==> src/rtl/soft_edge_luma_key_blend_unit_defines.svh <==
// ----------------------------------------------------------------------------
// soft_edge_luma_key_blend_unit_defines.svh
// Assertion macros used by the luma key blend top module.
// ----------------------------------------------------------------------------
`ifndef SOFT_EDGE_LUMA_KEY_BLEND_UNIT_DEFINES_SVH
`define SOFT_EDGE_LUMA_KEY_BLEND_UNIT_DEFINES_SVH

// Implication checked at every edge outside reset; clk and rst_n come from
// the module that uses the macro.
`define SLKB_ASSERT(label, prop, msg) \
  label: assert property (@(posedge clk) disable iff (!rst_n) prop) \
    else $error(msg);

// Same, with the consequent checked in the cycle after the antecedent.
`define SLKB_ASSERT_NEXT(label, ante, cons, msg) \
  label: assert property (@(posedge clk) disable iff (!rst_n) (ante) |=> (cons)) \
    else $error(msg);

`endif

==> src/rtl/slkb_pkg.sv <==
// ----------------------------------------------------------------------------
// slkb_pkg
// Types, constants and the rounded divide by 255 for the luma key blend.
// ----------------------------------------------------------------------------
`default_nettype none

package slkb_pkg;

  localparam int PIX_W     = 8;
  localparam int CFG_W     = 8;
  localparam int CFG_IDX_W = 2;
  localparam int PROD_W    = 2 * PIX_W;

  localparam logic [CFG_IDX_W-1:0] REG_OPACITY   = 2'd0;
  localparam logic [CFG_IDX_W-1:0] REG_LUMA_LOW  = 2'd1;
  localparam logic [CFG_IDX_W-1:0] REG_LUMA_HIGH = 2'd2;

  localparam logic [PIX_W-1:0] OPACITY_RST   = 8'd150;
  localparam logic [PIX_W-1:0] LUMA_LOW_RST  = 8'd40;
  localparam logic [PIX_W-1:0] LUMA_HIGH_RST = 8'd176;

  localparam logic [PIX_W-1:0] KEY_FULL   = 8'd255;
  localparam logic [2:0]       RAMP_SPAN  = 3'd4;
  localparam logic [16:0]      ROUND_HALF = 17'd128;

  typedef struct packed {
    logic [PIX_W-1:0] base_luma;
    logic [PIX_W-1:0] base_cb;
    logic [PIX_W-1:0] base_cr;
    logic [PIX_W-1:0] overlay_luma;
    logic [PIX_W-1:0] overlay_cb;
    logic [PIX_W-1:0] overlay_cr;
    logic             last_in;
  } slkb_in_t;

  typedef struct packed {
    logic [PIX_W-1:0] mixed_luma;
    logic [PIX_W-1:0] mixed_cb;
    logic [PIX_W-1:0] mixed_cr;
    logic             last_out;
  } slkb_out_t;

  // beat after the key stage
  typedef struct packed {
    logic             valid;
    logic [PIX_W-1:0] mask;
    slkb_in_t         pix;
  } slkb_key_t;

  // beat after the weight stages
  typedef struct packed {
    logic             valid;
    logic [PIX_W-1:0] w;
    slkb_in_t         pix;
  } slkb_wgt_t;

  // v / 255 rounded, valid for v up to 255 * 255
  function automatic logic [PIX_W-1:0] rdiv255(input logic [PROD_W-1:0] v);
    logic [16:0] t;
    logic [17:0] s;
    t = {1'b0, v} + ROUND_HALF;
    s = {1'b0, t} + {9'b0, t[16:8]};
    return s[15:8];
  endfunction

endpackage

`default_nettype wire

==> src/rtl/slkb_key.sv <==
// ----------------------------------------------------------------------------
// slkb_key
// Key stage: orders the thresholds and turns base luma into a soft mask.
// ----------------------------------------------------------------------------
`default_nettype none

module slkb_key (
  input  wire logic                    clk,
  input  wire logic                    rst_n,
  input  wire logic                    acc_i,
  input  wire slkb_pkg::slkb_in_t      pix_i,
  input  wire logic [7:0]              lo_thr_i,
  input  wire logic [7:0]              hi_thr_i,
  output slkb_pkg::slkb_key_t          key_o
);
  import slkb_pkg::*;

  logic [PIX_W-1:0] lo, hi, y;
  logic [PIX_W:0]   d_lo, d_hi;
  logic [2:0]       ramp;
  logic [PIX_W-1:0] mask_nxt;

  logic             valid_r;
  logic [PIX_W-1:0] mask_r;
  slkb_in_t         pix_r;

  always_comb begin
    lo   = (hi_thr_i < lo_thr_i) ? hi_thr_i : lo_thr_i;
    hi   = (hi_thr_i < lo_thr_i) ? lo_thr_i : hi_thr_i;
    y    = pix_i.base_luma;
    d_lo = {1'b0, lo} - {1'b0, y};
    d_hi = {1'b0, y} - {1'b0, hi};
    ramp = '0;
    if (y >= lo && y <= hi) begin
      mask_nxt = KEY_FULL;
    end else if (y < lo && d_lo < {6'd0, RAMP_SPAN}) begin
      ramp     = RAMP_SPAN - d_lo[2:0];
      mask_nxt = {ramp[1:0], 6'd0};
    end else if (y > hi && d_hi < {6'd0, RAMP_SPAN}) begin
      ramp     = RAMP_SPAN - d_hi[2:0];
      mask_nxt = {ramp[1:0], 6'd0};
    end else begin
      mask_nxt = '0;
    end
  end

  always_ff @(posedge clk) begin
    if (!rst_n) begin
      valid_r <= 1'b0;
    end else begin
      valid_r <= acc_i;
    end
  end

  always_ff @(posedge clk) begin
    mask_r <= mask_nxt;
    pix_r  <= pix_i;
  end

  assign key_o = '{valid: valid_r, mask: mask_r, pix: pix_r};

endmodule

`default_nettype wire

==> src/rtl/slkb_weight.sv <==
// ----------------------------------------------------------------------------
// slkb_weight
// Weight stages: mask times opacity, then the rounded divide by 255.
// ----------------------------------------------------------------------------
`default_nettype none

module slkb_weight (
  input  wire logic                    clk,
  input  wire logic                    rst_n,
  input  wire slkb_pkg::slkb_key_t     key_i,
  input  wire logic [7:0]              opacity_i,
  output slkb_pkg::slkb_wgt_t          wgt_o
);
  import slkb_pkg::*;

  logic              valid2_r, valid3_r;
  logic [PROD_W-1:0] prod_r;
  logic [PIX_W-1:0]  w_r;
  slkb_in_t          pix2_r, pix3_r;

  always_ff @(posedge clk) begin
    if (!rst_n) begin
      valid2_r <= 1'b0;
      valid3_r <= 1'b0;
    end else begin
      valid2_r <= key_i.valid;
      valid3_r <= valid2_r;
    end
  end

  always_ff @(posedge clk) begin
    prod_r <= key_i.mask * opacity_i;
    pix2_r <= key_i.pix;
    w_r    <= rdiv255(prod_r);
    pix3_r <= pix2_r;
  end

  assign wgt_o = '{valid: valid3_r, w: w_r, pix: pix3_r};

endmodule

`default_nettype wire

==> src/rtl/slkb_mix.sv <==
// ----------------------------------------------------------------------------
// slkb_mix
// One channel of the blend: two products, their sum, rounded divide by 255, or the base value when the weight is zero.
// ----------------------------------------------------------------------------
`default_nettype none

module slkb_mix (
  input  wire logic       clk,
  input  wire logic [7:0] w_i,
  input  wire logic [7:0] base_i,
  input  wire logic [7:0] over_i,
  output logic      [7:0] mix_o
);
  import slkb_pkg::*;

  logic [PROD_W-1:0] pa_r, pb_r, sum_r;
  logic [PIX_W-1:0]  base4_r, base5_r, mix_r;
  logic              wz4_r, wz5_r;

  always_ff @(posedge clk) begin
    pa_r    <= (KEY_FULL - w_i) * base_i;
    pb_r    <= w_i * over_i;
    wz4_r   <= (w_i == '0);
    base4_r <= base_i;
    sum_r   <= pa_r + pb_r;
    wz5_r   <= wz4_r;
    base5_r <= base4_r;
    mix_r   <= wz5_r ? base5_r : rdiv255(sum_r);
  end

  assign mix_o = mix_r;

endmodule

`default_nettype wire

==> src/rtl/soft_edge_luma_key_blend_unit.sv <==
// ----------------------------------------------------------------------------
// soft_edge_luma_key_blend_unit
// Soft-edge luma key and alpha blend of two YUV 4:4:4 pixel streams.
//
//   channel  ports                           beat
//   input    start, busy, in_data            one base/overlay pixel pair
//   result   out_strobe, out_data            one blended pixel
//   config   cfg_we, cfg_index, cfg_wdata    one register write
//
// One pixel per clock; each result passes through the six-stage datapath
// (key, product, weight, channel products, sum, divide). busy stays low.
// Synchronous reset clears the stage valid bits and loads the register
// defaults. The receiver cannot stall.
// ----------------------------------------------------------------------------
`default_nettype none

`include "soft_edge_luma_key_blend_unit_defines.svh"

module soft_edge_luma_key_blend_unit (
  input  wire logic                               clk,
  input  wire logic                               rst_n,
  input  wire logic                               start,
  output logic                                    busy,
  input  wire slkb_pkg::slkb_in_t                 in_data,
  output logic                                    out_strobe,
  output slkb_pkg::slkb_out_t                     out_data,
  input  wire logic                               cfg_we,
  input  wire logic [slkb_pkg::CFG_IDX_W-1:0]     cfg_index,
  input  wire logic [slkb_pkg::CFG_W-1:0]         cfg_wdata
);
  import slkb_pkg::*;

  logic             acc;
  logic [PIX_W-1:0] opacity_r, luma_low_r, luma_high_r;
  slkb_key_t        key_q;
  slkb_wgt_t        wgt_q;
  logic [2:0]       vld_r, lst_r;
  logic [PIX_W-1:0] mix_y, mix_u, mix_v;

  assign busy = 1'b0;
  assign acc  = start && !busy;

  always_ff @(posedge clk) begin
    if (!rst_n) begin
      opacity_r   <= OPACITY_RST;
      luma_low_r  <= LUMA_LOW_RST;
      luma_high_r <= LUMA_HIGH_RST;
    end else if (cfg_we) begin
      case (cfg_index)
        REG_OPACITY:   opacity_r   <= cfg_wdata;
        REG_LUMA_LOW:  luma_low_r  <= cfg_wdata;
        REG_LUMA_HIGH: luma_high_r <= cfg_wdata;
        default: ;
      endcase
    end
  end

  slkb_key u_key (
    .clk      (clk),
    .rst_n    (rst_n),
    .acc_i    (acc),
    .pix_i    (in_data),
    .lo_thr_i (luma_low_r),
    .hi_thr_i (luma_high_r),
    .key_o    (key_q)
  );

  slkb_weight u_weight (
    .clk       (clk),
    .rst_n     (rst_n),
    .key_i     (key_q),
    .opacity_i (opacity_r),
    .wgt_o     (wgt_q)
  );

  slkb_mix u_mix_y (
    .clk    (clk),
    .w_i    (wgt_q.w),
    .base_i (wgt_q.pix.base_luma),
    .over_i (wgt_q.pix.overlay_luma),
    .mix_o  (mix_y)
  );

  slkb_mix u_mix_u (
    .clk    (clk),
    .w_i    (wgt_q.w),
    .base_i (wgt_q.pix.base_cb),
    .over_i (wgt_q.pix.overlay_cb),
    .mix_o  (mix_u)
  );

  slkb_mix u_mix_v (
    .clk    (clk),
    .w_i    (wgt_q.w),
    .base_i (wgt_q.pix.base_cr),
    .over_i (wgt_q.pix.overlay_cr),
    .mix_o  (mix_v)
  );

  always_ff @(posedge clk) begin
    if (!rst_n) begin
      vld_r <= '0;
    end else begin
      vld_r <= {vld_r[1:0], wgt_q.valid};
    end
  end

  always_ff @(posedge clk) begin
    lst_r <= {lst_r[1:0], wgt_q.pix.last_in};
  end

  assign out_strobe = vld_r[2];
  assign out_data   = '{mixed_luma: mix_y, mixed_cb: mix_u, mixed_cr: mix_v,
                        last_out: lst_r[2]};

  `SLKB_ASSERT(a_latency, (start && !busy) |-> ##6 out_strobe, "beat lost in pipeline")
  `SLKB_ASSERT(a_last, (start && !busy && in_data.last_in) |-> ##6 out_data.last_out, "last flag not carried")
  `SLKB_ASSERT(a_zero_mask, (key_q.valid && key_q.mask == '0) |-> ##2 (wgt_q.w == '0), "weight nonzero outside key")

endmodule

`default_nettype wire
==> config.mk <==
export PLATFORM = sky130hd
export DESIGN_NAME = soft_edge_luma_key_blend_unit
export DESIGN_NICKNAME = d
export VERILOG_FILES = /design/src/rtl/slkb_pkg.sv /design/src/rtl/slkb_key.sv /design/src/rtl/slkb_weight.sv /design/src/rtl/slkb_mix.sv /design/src/rtl/soft_edge_luma_key_blend_unit.sv
export VERILOG_INCLUDE_DIRS = /design/src /design/src/rtl
export SDC_FILE = /design/constraint.sdc
export NUM_CORES = 1
export LEC_CHECK = 0
export BUFFER_PORTS_ARGS = -buffer_cell sky130_fd_sc_hd__clkbuf_2
export CAP_MARGIN = 20
export CORE_MARGIN = 8
export CORE_UTILIZATION = 65
export DETAILED_ROUTE_END_ITERATION = 16
export GPL_TIMING_DRIVEN = 0
export PLACE_DENSITY = 0.83
export SLEW_MARGIN = 15
export SYNTH_ARGS = -nofsm -noshare
export SYNTH_HDL_FRONTEND = slang
export SYNTH_SLANG_ARGS = --single-unit
==> constraint.sdc <==
create_clock -name clk -period 13.2 [get_ports clk]
set_input_delay 0 -clock clk [delete_from_list [all_inputs] [get_ports clk]]
set_output_delay 0 -clock clk [all_outputs]
set_load 0.1 [all_outputs]
Word level (Yosys, flattened, before mapping) --
Index checks and enable logic that the tools add are counted.
Word-level totals: bits in registers 430, bits of input ports 63, output and inout bits 27, word-level logic and storage cells 99
Cells by class: $add $sub $neg 16, $mul 7, magnitude comparators 7, equal/unequal tests 2, muxes and demuxes 7, reduce and logical (&&, ||, !) cells 8
Operator list (count):
- $add A16 B8 Y17 const B | 4
- $add A16 B9 Y16 | 4
- $mul A8 B8 Y16 | 4
- $mux W8 | 7
- $add A16 B16 Y16 | 3
- $mul A16 B8 Y16 | 3
- $lt A9 B3 Y1 const B | 2
- $sub A8 B8 Y9 | 2
- $lt A8 B8 Y1 | 2
- $sub A8 B8 Y9 const A | 1
- $ge A8 B8 Y1 | 1
- $gt A8 B8 Y1 | 1
- $le A8 B8 Y1 | 1
- $logic_not A8 Y1 | 1
- $reduce_and A2 Y1 | 3
- $sub A1 B2 Y2 const A | 2
- $logic_and A1 B1 Y1 | 3
- $eq A2 B1 Y1 const B | 1
- $eq A2 B2 Y1 const B | 1
- $logic_not A2 Y1 | 1

Depth between registers and ports, before layout --
word-level depth 7, depth in mapped cells 19, mapped depth without buffers 18

Hierarchy --
Synthesis repeated with hierarchy kept, for this count alone.
Unflattened totals: cell total of the unflattened synthesis 3008, area, all modules 29619.7 µm²
By module, submodules not included:
- slkb_mix at u_mix_u | instances 1, cells an instance 757, area an instance 7059.3 µm², sequential area each 1481.4 µm²
- slkb_mix at u_mix_v | instances 1, cells an instance 745, area an instance 7013.0 µm², sequential area each 1481.4 µm²
- slkb_mix at u_mix_y | instances 1, cells an instance 748, area an instance 6988.0 µm², sequential area each 1481.4 µm²
- slkb_weight | instances 1, cells an instance 434, area an instance 5094.9 µm², sequential area each 2482.4 µm²
- slkb_key | instances 1, cells an instance 214, area an instance 2324.7 µm², sequential area each 1061.0 µm²
- soft_edge_luma_key_blend_unit | instances 1, cells an instance 110, area an instance 1139.8 µm², sequential area each 600.6 µm²

Least setup slack after synthesis --
Ideal clock, no wire load.
path kind register -> register, from reg u_weight.w_r[5], to reg u_mix_y.pb_r[15], library setup time 0.121 ns, arrival 4.428 ns, required time 13.079 ns, slack 8.651 ns, stages on the path, launching flop included 20, path buffers 2, clock period less this slack 4.549 ns, path through dfxtp_1 clkbuf_1 clkbuf_1 and2_1 fa_1 inv_1 fa_1 inv_1 fa_1 inv_1 fa_1 inv_1 ha_1 o21a_1 o31a_1 o211ai_2 a21oi_1 a2111oi_2 a21oi_1 xnor2_1
On the way: longest elaborated chain between the ends 1
RTL lines:
- start, declared | RTL line slkb_weight.sv:18 | logic [PIX_W-1:0] w_r;
- start signal, assigned | RTL line slkb_weight.sv:34 | w_r <= rdiv255(prod_r);
- $mul A8 B8 Y16 | RTL line slkb_mix.sv:22 | pb_r <= w_i * over_i;
- end signal, assigned | RTL line slkb_mix.sv:22
- end, declared | RTL line slkb_mix.sv:16 | logic [PROD_W-1:0] pa_r, pb_r, sum_r;
Every way passes these cells. A chain may end at the register's enable or synchronous reset.

Final worst setup path --
from reg u_weight.w_r[5], to reg u_mix_v.pb_r[15]
On the way: longest elaborated chain between the ends 1
RTL lines (RTL line):
- $mul A8 B8 Y16 | slkb_mix.sv:22
- end signal, assigned | slkb_mix.sv:22
- end, declared | slkb_mix.sv:16
Every way passes these cells.

==> flow_summary_export.csv <==
group,metric,value,unit
run_status,status,"completed",
place,port-buffer-count,87,
cts,cts_sinks,425,
cts,cts_made_buffers,43,
yosys,synthSimpleGateAreaFrac,0.1633,
die,die_height,225.2,um
timing,fin_crit_sh,0.4451,
die,num_rows,76,
yosys,async_flop_share,0,
layout,layout_common_cells,"425 x dfxtp_1, 420 x inv_1, 353 x ha_1",
timing,finalSetupViolCount,0,
drt,via_per_inst,5.534,
die,start_util,0.6592,
timing,slew_headroom,0.4029,
global_routing,antenna_found_initial,0,
timing,fmax,170.2,MHz
place,dp.cells,3575,
cts,clk_path_buf_depth,3,
yosys,synth_top_family_by_area,"adder cells",
layout,nFillCells,3049,
cts,ctsResizeCount,0,
yosys,muxShareOfSynthArea,0.01715,
timing,finClkSkew,23.55,ps
drt,via_count,20570,
die,pin_count,90,
setup_path,worstPathMaxFanout,10,
cts,cts_tree,"done",
global_routing,grt_max_degree,16,
drt,wire_per_inst,17.36,um
layout,mostFrequentLayoutCell,"dfxtp_1",
global_routing,grt_pass1_vias,21940,
flow_run,maxCapViolations,0,
yosys,synth_edf_count,0,
setup_path,cp.arrival,6340,ps
timing,hold_viol,0,
yosys,yosysWarnings,0,
yosys,yosys.area_share.adder,0.3318,
layout,diodes,0,
yosys,avgSynthCellArea,9.803,um2
yosys,synthCells,2903,
yosys,synth.distinct_cells,74,
place,gp_congestion,0.8823,
setup_path,crit_chain,"clkbuf_1, clkbuf_1, nand2_1, fa_1, fa_1, inv_1, fa_1, inv_1, fa_1, inv_1, ha_1, a21oi_1, a21oi_1, a2111oi_2, a21oi_1, xnor2_1",
timing,setup_tns,0,ps
yosys,synth_top_cell_area_share,0.2990,
cts,worstSkewPairLatency,580,ps
setup_path,slowest_delay,740,ps
drt,postRouteWirelength,64.53,mm
layout,fin_cells,3717,
layout,final_net_count,3766,
layout,drive_gt1_frac,0.06481,
setup_path,critPathKind,"flip-flop to flip-flop",
drt,drc,0,
yosys,synth-seq-cells,425,
global_routing,gr-total-overflow,0,
layout,syn_to_final_growth,11.73,%
place,dpl.hpwl,49.24,mm
setup_path,cpMostUsedCell,"fa_1",
yosys,syn_area,28460,um2
timing,tightest_slew,895.6,ps
die,fp.dieW,225.2,um
yosys,synth-seq-area-share,0.2990,
setup_path,critPathRequiredTime,13660,ps
drt,drt_iter0_drc,1226,
cts,clock-root-buffer,"clkbuf_16",
cts,cts.htree.levels,2,
die,dieArea,50730,um2
timing,rsz0062_at_grt,"no",
cts,clk_pin_slew,60,ps
setup_path,cp-start-kind,"flip-flop",
drt,drt-pass1-iter-count,5,
global_routing,grtUsageTotal,0.2584,
worst_hold_path,hold_class,"input port to flip-flop",
yosys,synth_top_area_cell,"dfxtp_1",
yosys,synth_ff_type,"dfxtp_1",
drt,ant_nets,0,
global_routing,grt_pass1_wl,105.6,mm
yosys,synth_compound_area_frac,0.07474,
yosys,synth_xor_xnor_area_share,0.05074,
setup_path,setup.worst_path.end_class,"flip-flop",
die,core,43170,um2
timing,report.final.slew_viol_count,0,
setup_path,cpMaxStageDelayCell,"clkbuf_1",
yosys,synth.area.top_cells,"dfxtp_1 30%, fa_1 18%, ha_1 16%",
yosys,syn-num-nets,3570,
timing,period_needed,5876,ps
layout make-up:
type,instances,area [um2],area share
Multi-Input combinational cell,2003,18150,0.5709
Sequential cell,425,8508,0.2676
Inverter,420,1577,0.04958
Clock buffer,52,1150,0.03617
Timing Repair Buffer,151,1076,0.03384
Tap cell,585,732.0,0.02302
Clock inverter,26,379.1,0.01192
Buffer,55,221.5,0.006965
critical path: cells and delay by family, from the launching register on:
kind	cells	cell delay (ps)
buffers and inverters	5	1540
XOR/XNOR	1	160
flip-flops	1	380
AO/OA/AOI/OAI	4	1040
adder cells (fa/ha/maj)	5	2440
AND/OR/NAND/NOR	1	200
through the flow:
| stage | utilization | instance area [um2] | hold WS, ps | worst slack, ps |
|---|---|---|---|---|
| after detailed placement | 0.6862 | 29620 | 103.9 | 7477 |
| after floorplan | - | 28460 | 27.72 | 8651 |
| after global placement | 0.6862 | 29620 | 102.6 | 7691 |
| after global routing | 0.7365 | 31790 | 48.77 | 7239 |
| after CTS | 0.7365 | 31790 | 28.40 | 7488 |
| final | 0.7365 | 31790 | 55.72 | 7324 |
per-layer routing:
metal | up-vias | GRT usage | part of all wire | wire length, um
met5 | - | 0 | 0 | 0
met4 | 0 | 0.1394 | 0.054 | 3468
met3 | 236 | 0.04177 | 0.058 | 3727
met2 | 629 | 0.4786 | 0.51 | 32880
met1 | 9965 | 0.2791 | 0.38 | 24450
li1 | 9740 | - | - | -
what timing repair did:
action                     CTS  global route
setup endpoints to repair    0             0
setup buffers                0             0
hold endpoints to repair    79             0
hold buffers                64             0
registers in the layout, summed over array words and instances (netlist names), 16 cells and up:
signal	count
u_mix_v.pb_r	16
u_mix_y.sum_r	16
u_mix_y.pb_r	16
u_mix_v.pa_r	16
u_mix_v.sum_r	16
u_weight.wgt_o	49
u_key.key_o	49
u_weight.pix2_r	49
u_weight.prod_r	16
u_mix_u.pa_r	16
u_mix_u.pb_r	16
u_mix_u.sum_r	16
u_mix_y.pa_r	16
path summary, 6_finish.rpt:
path / startpoint / endpoint / slack [ps] / cells past startpoint
min: in_data[32] / u_key.key_o[32]$_DFF_P_ / 60 / 2
max reg2reg: u_weight.w_r[5]$_DFF_P_ / u_mix_v.pb_r[15]$_DFF_P_ / 7320 / 16
min reg2reg: u_weight.pix2_r[3]$_DFF_P_ / u_weight.wgt_o[3]$_DFF_P_ / 320 / 0
max: u_weight.w_r[5]$_DFF_P_ / u_mix_v.pb_r[15]$_DFF_P_ / 7320 / 16
synth_stat cells (3+ instances only):
cell type / instances
and3_1: 19
a311oi_1: 4
nand3b_1: 4
ha_1: 353
nor4_1: 10
mux2i_1: 36
o21ai_0: 66
a2111oi_2: 8
dfxtp_1: 425
a41oi_1: 4
and4_1: 4
a21o_1: 9
or2_2: 3
nand4_1: 14
xor2_1: 25
nor3_1: 36
a21oi_1: 118
o211ai_1: 3
nand2_1: 171
o21ai_1: 3
xnor2_1: 138
o211ai_2: 6
and2_1: 165
o22ai_1: 4
o31a_1: 9
a31oi_1: 10
nand2b_1: 70
o21a_1: 35
nand3_1: 47
inv_1: 420
nor2b_1: 196
clkbuf_1: 50
or3_1: 7
o31ai_1: 7
a211oi_1: 6
nor2_1: 110
fa_1: 251
mux2_2: 10
logic make-up (layout without fill, tap and decap cells):
family	Yosys count	count (layout)
multiplexers	47	47
XOR/XNOR	164	164
buffers and inverters	475	704
AO/OA/AOI/OAI	323	323
other	1	1
adder cells (fa/ha/maj)	604	604
AND/OR/NAND/NOR	864	864
flip-flops	425	425
Power is not shown: default switching activity piles up to over one toggle a cycle in this logic, so the estimate is an artifact.
